`src/rtl/swmm_pkg.sv`:
```
// Shared types and constants for the sliding-window minimum/maximum block.
// Used by swmm_extreme_unit and sliding_window_min_max_ring; no dependencies.
`timescale 1ns / 1ps
`default_nettype none

package swmm_pkg;

	// Width of the action field and layout of the slave-side tuser
	localparam int ACTION_W = 2;
	localparam int TUSER_W  = 3;
	localparam int VALID_BIT = 2;

	// Operation carried by each input transaction
	typedef enum logic [ACTION_W-1:0] {
		ACT_PUSH  = 2'd0,
		ACT_CLEAR = 2'd1,
		ACT_READ  = 2'd2
	} action_t;

	// Commands to the shared extreme unit
	typedef struct packed {
		logic clear;   // zero both extremes
		logic load;    // take the sample as both extremes
		logic update;  // fold the sample into the extremes
	} extreme_ctl_t;

endpackage

`default_nettype wire

```
`src/rtl/swmm_extreme_unit.sv`:
```
// Shared compare unit holding the running minimum and maximum of the window.
// Depends on swmm_pkg for the command struct.
`timescale 1ns / 1ps
`default_nettype none

module swmm_extreme_unit #(
	parameter int SAMPLE_WIDTH = 32
) (
	input  wire logic                     clk,
	input  wire logic                     arst_n,
	input  wire swmm_pkg::extreme_ctl_t   ctl,
	input  wire logic [SAMPLE_WIDTH-1:0]  sample,
	output logic      [SAMPLE_WIDTH-1:0]  low,
	output logic      [SAMPLE_WIDTH-1:0]  high
);

	logic [SAMPLE_WIDTH-1:0] low_q;
	logic [SAMPLE_WIDTH-1:0] high_q;
	logic                    below;
	logic                    above;

	// Signed compares against the held extremes
	assign below = $signed(sample) < $signed(low_q);
	assign above = $signed(sample) > $signed(high_q);

	// Hold, load or fold in the extremes
	always_ff @(posedge clk or negedge arst_n) begin
		if (!arst_n) begin
			low_q  <= '0;
			high_q <= '0;
		end else if (ctl.clear) begin
			low_q  <= '0;
			high_q <= '0;
		end else if (ctl.load) begin
			low_q  <= sample;
			high_q <= sample;
		end else if (ctl.update) begin
			if (below) begin
				low_q <= sample;
			end
			if (above) begin
				high_q <= sample;
			end
		end
	end

	assign low  = low_q;
	assign high = high_q;

endmodule

`default_nettype wire

```
`src/rtl/sliding_window_min_max_ring.sv`:
```
// Top level of the sliding-window minimum/maximum ring buffer.
// Depends on swmm_pkg and swmm_extreme_unit.
`timescale 1ns / 1ps
`default_nettype none

// Keeps the last DEPTH signed samples in a ring memory with the running minimum
// and maximum, and answers every input transaction with one result transaction.
// Items are handled one at a time; s_tready is high only while the sequencer
// is idle. A push into a window that is not full, a clear, an ignored push or an
// unused action goes straight to the finishing step; an in-range read first
// waits on the memory read, and a push that evicts a sample which is not an
// extreme first overwrites the oldest slot. A push that evicts the minimum or
// maximum rescans the whole window through the single memory read port and
// the shared compare unit, one sample a cycle. A finished result waits in the
// output register while the next transaction is taken. The sample memory needs
// no clearing pass: only entries below the held count are ever read.
module sliding_window_min_max_ring #(
	parameter int DEPTH        = 64,
	parameter int SAMPLE_WIDTH = 32
) (
	input  wire logic clk,
	input  wire logic arst_n,
	// tdata: sample_value, read_index, zero padding
	input  wire logic [((SAMPLE_WIDTH + ((DEPTH > 1) ? $clog2(DEPTH) : 1) + 7) / 8) * 8 - 1:0]
		s_tdata,
	// tuser: action (2 bits), sample_valid
	input  wire logic [swmm_pkg::TUSER_W-1:0] s_tuser,
	input  wire logic s_tvalid,
	output logic      s_tready,
	// tdata: window_count, window_min, window_max, newest_sample, read_sample, zero padding
	output logic [(($clog2(DEPTH + 1) + 4 * SAMPLE_WIDTH + 7) / 8) * 8 - 1:0] m_tdata,
	output logic      m_tvalid,
	input  wire logic m_tready
);

	localparam int AW    = (DEPTH > 1) ? $clog2(DEPTH) : 1;
	localparam int CNT_W = $clog2(DEPTH + 1);
	localparam int SW    = SAMPLE_WIDTH;
	localparam int OUT_W = ((CNT_W + 4 * SW + 7) / 8) * 8;
	localparam logic [CNT_W-1:0] FULL_COUNT = CNT_W'(DEPTH);
	localparam logic [CNT_W-1:0] LAST_POS   = CNT_W'(DEPTH - 1);

	typedef enum logic [2:0] {
		ST_IDLE,
		ST_EVICT,
		ST_SCAN,
		ST_DRAIN,
		ST_READ_WAIT,
		ST_FINISH
	} state_t;

	state_t                  state_q;
	logic [AW-1:0]           oldest_q;
	logic [CNT_W-1:0]        count_q;
	logic [SW-1:0]           newest_q;
	logic [SW-1:0]           sample_q;
	logic [SW-1:0]           rdval_q;
	logic [AW-1:0]           scan_addr_q;
	logic [CNT_W-1:0]        scan_pos_q;
	logic                    scan_v_s1;
	logic                    scan_first_s1;
	logic [OUT_W-1:0]        m_tdata_q;
	logic                    m_tvalid_q;

	logic [SW-1:0]           mem_q [DEPTH];
	logic [SW-1:0]           rd_data_q;
	logic                    mem_we;
	logic [AW-1:0]           mem_waddr;
	logic [SW-1:0]           mem_wdata;
	logic                    mem_re;
	logic [AW-1:0]           mem_raddr;

	swmm_pkg::extreme_ctl_t  ext_ctl;
	logic [SW-1:0]           ext_sample;
	logic [SW-1:0]           ext_low;
	logic [SW-1:0]           ext_high;

	swmm_pkg::action_t       in_action;
	logic                    in_valid;
	logic [SW-1:0]           in_sample;
	logic [AW-1:0]           in_index;
	logic                    accept;
	logic                    is_full;
	logic                    in_range;
	logic                    evict_hit;

	// Ring address: base plus offset, wrapped once at DEPTH
	function automatic logic [AW-1:0] ring_add(input logic [AW-1:0] base,
		input logic [CNT_W-1:0] ofs);
		logic [CNT_W:0] sum;
		sum = (CNT_W + 1)'(base) + {1'b0, ofs};
		if (sum >= (CNT_W + 1)'(DEPTH)) begin
			sum = sum - (CNT_W + 1)'(DEPTH);
		end
		return sum[AW-1:0];
	endfunction

	// Unpack the input transaction
	assign in_action = swmm_pkg::action_t'(s_tuser[swmm_pkg::ACTION_W-1:0]);
	assign in_valid  = s_tuser[swmm_pkg::VALID_BIT];
	assign in_sample = s_tdata[SW-1:0];
	assign in_index  = s_tdata[SW+AW-1:SW];

	assign s_tready  = (state_q == ST_IDLE);
	assign accept    = s_tvalid && s_tready;
	assign is_full   = (count_q == FULL_COUNT);
	assign in_range  = (CNT_W'(in_index) < count_q);
	assign evict_hit = (rd_data_q == ext_low) || (rd_data_q == ext_high);

	// Steer the memory port and the extreme unit
	always_comb begin
		mem_we     = 1'b0;
		mem_waddr  = oldest_q;
		mem_wdata  = in_sample;
		mem_re     = 1'b0;
		mem_raddr  = scan_addr_q;
		ext_ctl    = '0;
		ext_sample = rd_data_q;
		unique case (state_q)
			ST_IDLE: begin
				ext_sample = in_sample;
				if (accept) begin
					case (in_action)
						swmm_pkg::ACT_PUSH: begin
							if (in_valid && count_q == '0) begin
								mem_we      = 1'b1;
								mem_waddr   = '0;
								ext_ctl.load = 1'b1;
							end else if (in_valid && !is_full) begin
								mem_we         = 1'b1;
								mem_waddr      = ring_add(oldest_q, count_q);
								ext_ctl.update = 1'b1;
							end else if (in_valid) begin
								mem_re    = 1'b1;
								mem_raddr = oldest_q;
							end
						end
						swmm_pkg::ACT_CLEAR: begin
							ext_ctl.clear = 1'b1;
						end
						swmm_pkg::ACT_READ: begin
							mem_re    = in_range;
							mem_raddr = ring_add(oldest_q, CNT_W'(in_index));
						end
						default: begin
						end
					endcase
				end
			end
			ST_EVICT: begin
				mem_we         = 1'b1;
				mem_waddr      = oldest_q;
				mem_wdata      = sample_q;
				ext_sample     = sample_q;
				ext_ctl.update = !evict_hit;
			end
			ST_SCAN: begin
				mem_re = 1'b1;
			end
			default: begin
			end
		endcase
		// Fold in rescan data in the cycle after its read
		if (scan_v_s1) begin
			ext_ctl.load   = scan_first_s1;
			ext_ctl.update = !scan_first_s1;
		end
	end

	// Sample memory: one write and one registered read a cycle
	always_ff @(posedge clk) begin
		if (mem_we) begin
			mem_q[mem_waddr] <= mem_wdata;
		end
		if (mem_re) begin
			rd_data_q <= mem_q[mem_raddr];
		end
	end

	swmm_extreme_unit #(
		.SAMPLE_WIDTH(SW)
	) u_extreme (
		.clk    (clk),
		.arst_n (arst_n),
		.ctl    (ext_ctl),
		.sample (ext_sample),
		.low    (ext_low),
		.high   (ext_high)
	);

	// Sequencer, window bookkeeping and output register
	always_ff @(posedge clk or negedge arst_n) begin
		if (!arst_n) begin
			state_q       <= ST_IDLE;
			oldest_q      <= '0;
			count_q       <= '0;
			newest_q      <= '0;
			sample_q      <= '0;
			rdval_q       <= '0;
			scan_addr_q   <= '0;
			scan_pos_q    <= '0;
			scan_v_s1     <= 1'b0;
			scan_first_s1 <= 1'b0;
			m_tdata_q     <= '0;
			m_tvalid_q    <= 1'b0;
		end else begin
			scan_v_s1     <= (state_q == ST_SCAN);
			scan_first_s1 <= (scan_pos_q == '0);
			// Drop a taken result unless the finishing step replaces it
			if (m_tready && state_q != ST_FINISH) begin
				m_tvalid_q <= 1'b0;
			end
			unique case (state_q)
				ST_IDLE: begin
					if (accept) begin
						rdval_q  <= '0;
						sample_q <= in_sample;
						case (in_action)
							swmm_pkg::ACT_PUSH: begin
								if (in_valid && count_q == '0) begin
									oldest_q <= '0;
									count_q  <= CNT_W'(1);
									newest_q <= in_sample;
									state_q  <= ST_FINISH;
								end else if (in_valid && !is_full) begin
									count_q  <= count_q + CNT_W'(1);
									newest_q <= in_sample;
									state_q  <= ST_FINISH;
								end else if (in_valid) begin
									state_q <= ST_EVICT;
								end else begin
									state_q <= ST_FINISH;
								end
							end
							swmm_pkg::ACT_CLEAR: begin
								oldest_q <= '0;
								count_q  <= '0;
								newest_q <= '0;
								state_q  <= ST_FINISH;
							end
							swmm_pkg::ACT_READ: begin
								if (in_range) begin
									state_q <= ST_READ_WAIT;
								end else begin
									state_q <= ST_FINISH;
								end
							end
							default: begin
								state_q <= ST_FINISH;
							end
						endcase
					end
				end
				ST_EVICT: begin
					// Overwrite the oldest slot; rescan if it held an extreme
					oldest_q <= ring_add(oldest_q, CNT_W'(1));
					newest_q <= sample_q;
					if (evict_hit) begin
						scan_addr_q <= ring_add(oldest_q, CNT_W'(1));
						scan_pos_q  <= '0;
						state_q     <= ST_SCAN;
					end else begin
						state_q <= ST_FINISH;
					end
				end
				ST_SCAN: begin
					scan_addr_q <= ring_add(scan_addr_q, CNT_W'(1));
					scan_pos_q  <= scan_pos_q + CNT_W'(1);
					if (scan_pos_q == LAST_POS) begin
						state_q <= ST_DRAIN;
					end
				end
				ST_DRAIN: begin
					state_q <= ST_FINISH;
				end
				ST_READ_WAIT: begin
					rdval_q <= rd_data_q;
					state_q <= ST_FINISH;
				end
				ST_FINISH: begin
					// Load the result once the output register is free
					if (!m_tvalid_q || m_tready) begin
						m_tdata_q  <= OUT_W'({rdval_q, newest_q, ext_high, ext_low, count_q});
						m_tvalid_q <= 1'b1;
						state_q    <= ST_IDLE;
					end
				end
				default: begin
					state_q <= ST_IDLE;
				end
			endcase
		end
	end

	assign m_tdata  = m_tdata_q;
	assign m_tvalid = m_tvalid_q;

	// The window never holds more than DEPTH samples
	a_count_bound: assert property (@(posedge clk) disable iff (!arst_n)
		count_q <= FULL_COUNT)
		else $error("held count exceeds window depth");

	// Between transactions the minimum never lies above the maximum
	a_extreme_order: assert property (@(posedge clk) disable iff (!arst_n)
		(state_q == ST_IDLE) |-> ($signed(ext_low) <= $signed(ext_high)))
		else $error("minimum above maximum");

	// An accepted clear empties the window
	a_clear_empties: assert property (@(posedge clk) disable iff (!arst_n)
		(accept && in_action == swmm_pkg::ACT_CLEAR) |=>
			(count_q == '0 && newest_q == '0 && ext_low == '0 && ext_high == '0))
		else $error("clear left samples behind");

	// A result appears only out of the finishing step
	a_result_source: assert property (@(posedge clk) disable iff (!arst_n)
		$rose(m_tvalid_q) |-> $past(state_q == ST_FINISH))
		else $error("result raised outside the finishing step");

endmodule

`default_nettype wire

```
`config.mk`:
```
export PLATFORM = sky130hd
export DESIGN_NAME = sliding_window_min_max_ring
export DESIGN_NICKNAME = d
export VERILOG_FILES = /design/src/rtl/swmm_pkg.sv /design/src/rtl/swmm_extreme_unit.sv /design/src/rtl/sliding_window_min_max_ring.sv
export SDC_FILE = /design/constraint.sdc
export NUM_CORES = 2
export LEC_CHECK = 0
export ABC_CLOCK_PERIOD_IN_PS = 7000
export BUFFER_PORTS_ARGS = -buffer_cell sky130_fd_sc_hd__buf_2
export CORE_MARGIN = 2
export CORE_UTILIZATION = 45
export DETAILED_ROUTE_END_ITERATION = 6
export SYNTH_ARGS = -nofsm -noshare
export SYNTH_HDL_FRONTEND = slang
export SYNTH_SLANG_ARGS = --single-unit
export TNS_END_PERCENT = 10
```
`constraint.sdc`:
```
create_clock -name clk -period 7 [get_ports clk]
set_input_delay 0 -clock clk [delete_from_list [all_inputs] [get_ports clk]]
set_output_delay 0 -clock clk [all_outputs]
set_load 0.02 [all_outputs]
```
==> key figures <==
Layout
  – Area of the multi-input gates: 27100 sq um
  – Share of layout cells above drive strength 1: 0.149
  – Layout Nets: 7000
  – Fill cells: between 15000 and 20000
  – Area grow syn2layout: 13.6%
  – Post-layout util: 0.515
  – Storage element area: just over 70000 sq um
  – Layout Cells excl Fill: approximately 10000
  – Final Instance Area: around 110000 sq um

STA
  – RSZ-0062 raised after global routing: no
  – Final setup fails: 0
  – Worst-Margin Slew: between 1000 and 1500 ps
  – Max transition margin: 0.222
  – Maximum clock rate: 0.174 GHz
  – Clk_skew: a little under 60 ps
  – Pins Over Slew Limit: 0
  – Final period utilization: 0.823
  – Setup TNS: 0 ps
  – Final hold violations: 0
  – Final min period: slightly below 6000 ps

Die
  – Row cnt: 172
  – I/O Pins: ~190
  – Die Width: around 470 microns
  – Starting Density: 0.453
  – Area of the die: about 230000 sq um
  – Die height: 475 microns
  – Core Area: 220000 sq um

Power
  – Max IR drop VDD: 0.354 mV
  – Pwr per Cell Area: approximately 350 nW/um^2
  – Sw frac: 0.303
  – Flop pwr share: 0.480
  – Static Leakage: approximately 39 nW
  – Internal: between 20 and 30 mW
  – Gate power share: 0.201
  – Part of the power in the clock network: 0.319
  – Sw power: between 10 and 15 mW

Setup path
  – Worst Path Required: 7640 ps
  – Crit path capture type: flop
  – Startpoint Class: flop
  – Slowest-stage cell, CP: nor4_2
  – CP cell instances: nor4b_4 > nand3_1 > o21ai_1 > or2_4 > buf_4 > buf_4 > a2111oi_0 > nor4_2 > buf_4 > nand4_1
  – Most used cell, CP: buf_4
  – Crit path buf inv count: 3
  – CP max stage delay: 980 ps
  – Crit path DAT: about 6400 ps
  – Crit Path Class: reg -> reg
  – Max Fanout on Critical Path: between 50 and 60
  – Delay-heaviest family, CP: simple AND/OR/NAND/NOR gates

Detailed routing
  – Drt pass-1 iters: 6
  – Vias: between 60000 and 70000
  – Vias per cell: about 6.3
  – Drt drc: 0
  – Post-DRT Antenna Nets: 0
  – WL/cell: around 31 microns
  – WL final: approximately 310000 microns
  – Initial DRC Count: 7842

Synth
  – Mux cell area share after synthesis: 0.0579
  – Syn Std Cell Area: between 90000 and 100000 sq um
  – Ys flop type: edfxtp_1
  – Largest family of logic cells by synthesized area: compound AO/OA/AOI/OAI gates
  – Post-synthesis xor/xnor area fraction: 0.00668
  – YS warnings: 0
  – Syn Area/Cell: 14.9 sq um
  – Library cells used by synthesis: 81
  – Post-Synth Simple-Gate Area: 0.0813
  – Syn Inst Count: around 6700
  – Synth Area in Compound Gates: 0.108
  – Async SR Flop Fraction: 0.136
  – Syn nets: 6813
  – Seq/Total Area, Yosys: 0.709
  – Number of flops mapped to enable cells by yosys: about 2100
  – Synth Register Bits: 2407
  – Post-Synth Adder-Cell Area: 0.0109

Clock tree
  – Cts bufs inserted: between 200 and 250
  – H-tree depth: 4
  – TritonCTS clock tree: built
  – Worst-Skew Late Latency: approximately 920 ps
  – CTS Root Cell: clkbuf_16
  – Setup Buffers After CTS: 0
  – Hold buffers post-CTS: 105
  – Max clock buf depth: 3
  – Clk sinks: between 2000 and 2500
  – CTS clk-pin slew, worst paths: 70 ps
  – CTS resizes: 0

GRT
  – GRT Total Usage: 0.270
  – First-pass GRT wire length: about 440000 microns
  – Initial antenna violation count: 15
  – Number of global-route vias before repair: between 50000 and 60000
  – Grt total ovfl: 0
  – Largest net degree at the start of global routing: between 150 and 200

Place
  – Routability cong.: slightly above 0.9
  – Placed Cells incl. Taps: about 9500
  – Placed cell area: between 100000 and 150000 sq um
  – HPWL after DPL: 172000 microns
  – Port-buffer cells: roughly 180

Run status
  – Outcome: completed

Run
  – Max-cap violations: 0

Min path
  – Hold/Removal Path Class: in -> reg
path summary, 6_finish.rpt:
| path | from | end | slack [ps] | depth (start not counted) |
|---|---|---|---|---|
| setup / recovery | state_q[0] | rd_data_q[0] | 1240 | 10 |
| hold / removal | s_tdata[36] | state_q[0] | 40 | 6 |
| setup reg to reg | state_q[0] | rd_data_q[0] | 1240 | 10 |
| hold reg to reg | m_tdata[46] | m_tdata[46] | 500 | 1 |
| max in group asynchronous | arst_n | state_q[0] | 5810 | 4 |
| min in group asynchronous | arst_n | m_tdata[129] | 320 | 4 |
cells in the mapped netlist (3+ instances only):
library cell	n	area share
a22o_1	38	0.0033
dfrtp_1	327	0.082
mux2_1	30	0.0034
xnor2_1	5	0.00044
nor2_1	76	0.0029
nor3_1	106	0.0053
o21ai_1	24	0.0012
buf_6	5	0.00056
inv_1	79	0.0030
nor4_1	81	0.0051
a21boi_0	33	0.0025
buf_4	12	0.00090
xor2_1	71	0.0062
nand3_1	27	0.0014
mux2_2	170	0.019
nand2_2	3	0.00019
and3_1	682	0.043
a31oi_1	3	0.00019
a21o_1	26	0.0020
nor2b_1	8	0.00050
or3_1	34	0.0021
o22ai_1	11	0.00069
o21ai_0	279	0.014
buf_2	111	0.0056
o21a_1	9	0.00068
a22oi_1	6	0.00045
nand2_1	245	0.0092
edfxtp_1	2080	0.63
a2111oi_0	248	0.022
ha_1	84	0.011
buf_1	24	0.00090
o311ai_0	3	0.00026
a21oi_1	88	0.0044
a221oi_1	100	0.0088
a2111oi_1	7	0.00070
nand4_1	148	0.0093
and2_1	6	0.00038
mux2i_1	351	0.035
o211ai_1	5	0.00038
nor3b_1	3	0.00023
clkbuf_1	400	0.015
a211oi_1	553	0.042
nand2b_1	4	0.00025
o32ai_1	31	0.0027
layout by cell type, fill, tap and decap left out, types with 26 or more instances in the layout:
master / instances
mux2_1: 30
nor4_1: 74
a21o_1: 26
mux2i_1: 351
a221oi_1: 100
nor3_1: 41
dfrtp_1: 326
nand3_1: 27
edfxtp_1: 2080
a2111oi_0: 248
mux2_2: 170
a21boi_0: 33
buf_4: 193
clkinv_2: 41
nand2_2: 34
clkinv_1: 49
dlygate4sd3_1: 104
nor2_1: 68
buf_2: 180
a21oi_1: 88
ha_1: 84
o32ai_1: 31
a22o_1: 38
clkbuf_1: 59
nand2_1: 212
inv_1: 79
nand4_1: 148
or3_1: 34
and3_1: 682
xor2_1: 71
o21ai_0: 278
a211oi_1: 553
clkbuf_16: 239
nor3_2: 65
power by group through the flow:
stage / sequential, mW / clock, mW / combinational, mW
after floorplan: 19.3 / 0 / 4.23
after global routing: 19.0 / 13.3 / 8.46
final: 19.0 / 12.6 / 7.91
after global placement: 19.2 / 0 / 7.59
after CTS: 18.9 / 12.7 / 7.87
after detailed placement: 19.2 / 0 / 7.75
per-layer routing:
layer / vias up / routed length, microns / GRT usage
li1: 27214 / - / -
met2: 3067 / 141000 / 0.413
met1: 32559 / 127000 / 0.380
met4: 4 / 13000 / 0.112
met3: 536 / 28300 / 0.0493
met5: - / 28 / 0
per-stage QoR:
step	power, mW	worst slack, ps	hold slack, ps
after global routing	40.8	1130	77.5
final	39.5	1240	44.8
after global placement	26.8	1580	81.2
after floorplan	23.5	1900	-296
after CTS	39.5	1450	21.5
after detailed placement	27.0	1540	90.7
layout make-up:
cell class,instances,area share
Sequential cell,2407,0.624
Clock buffer,307,0.0559
Inverter,80,0.00265
Clock inverter,135,0.0115
Antenna cell,9,0.000199
Multi-Input combinational cell,3640,0.239
Tap cell,2958,0.0327
Timing Repair Buffer,500,0.0340
state kept, by name, indices dropped and copies added (netlist names):
signal,count
count_q,7
m_tdata,135
m_tvalid,1
mem_q,2048
newest_q,32
oldest_q,6
rd_data_q,32
rdval_q,32
sample_q,32
scan_addr_q,6
scan_first_s1,1
scan_pos_q,7
scan_v_s1,1
state_q,3
u_extreme.high,32
u_extreme.low,32
cells by family (layout without fill, tap and decap cells):
family / Yosys count / in the layout
AND/OR/NAND/NOR: 1438 / 1438
buffers and inverters: 633 / 1022
AO/OA/AOI/OAI: 1488 / 1488
multiplexers: 551 / 551
adder cells (fa/ha/maj): 86 / 86
flip-flops: 2407 / 2407
other: 1 / 10
XOR/XNOR: 76 / 76
worst register-to-register path, delay by kind of cell (launching register included):
kind / cells / cell delay (ps)
AO/OA/AOI/OAI: 2 / 720
buffers and inverters: 3 / 1320
flip-flops: 1 / 650
AND/OR/NAND/NOR: 5 / 2790
Power figures use the tool's default switching activity.
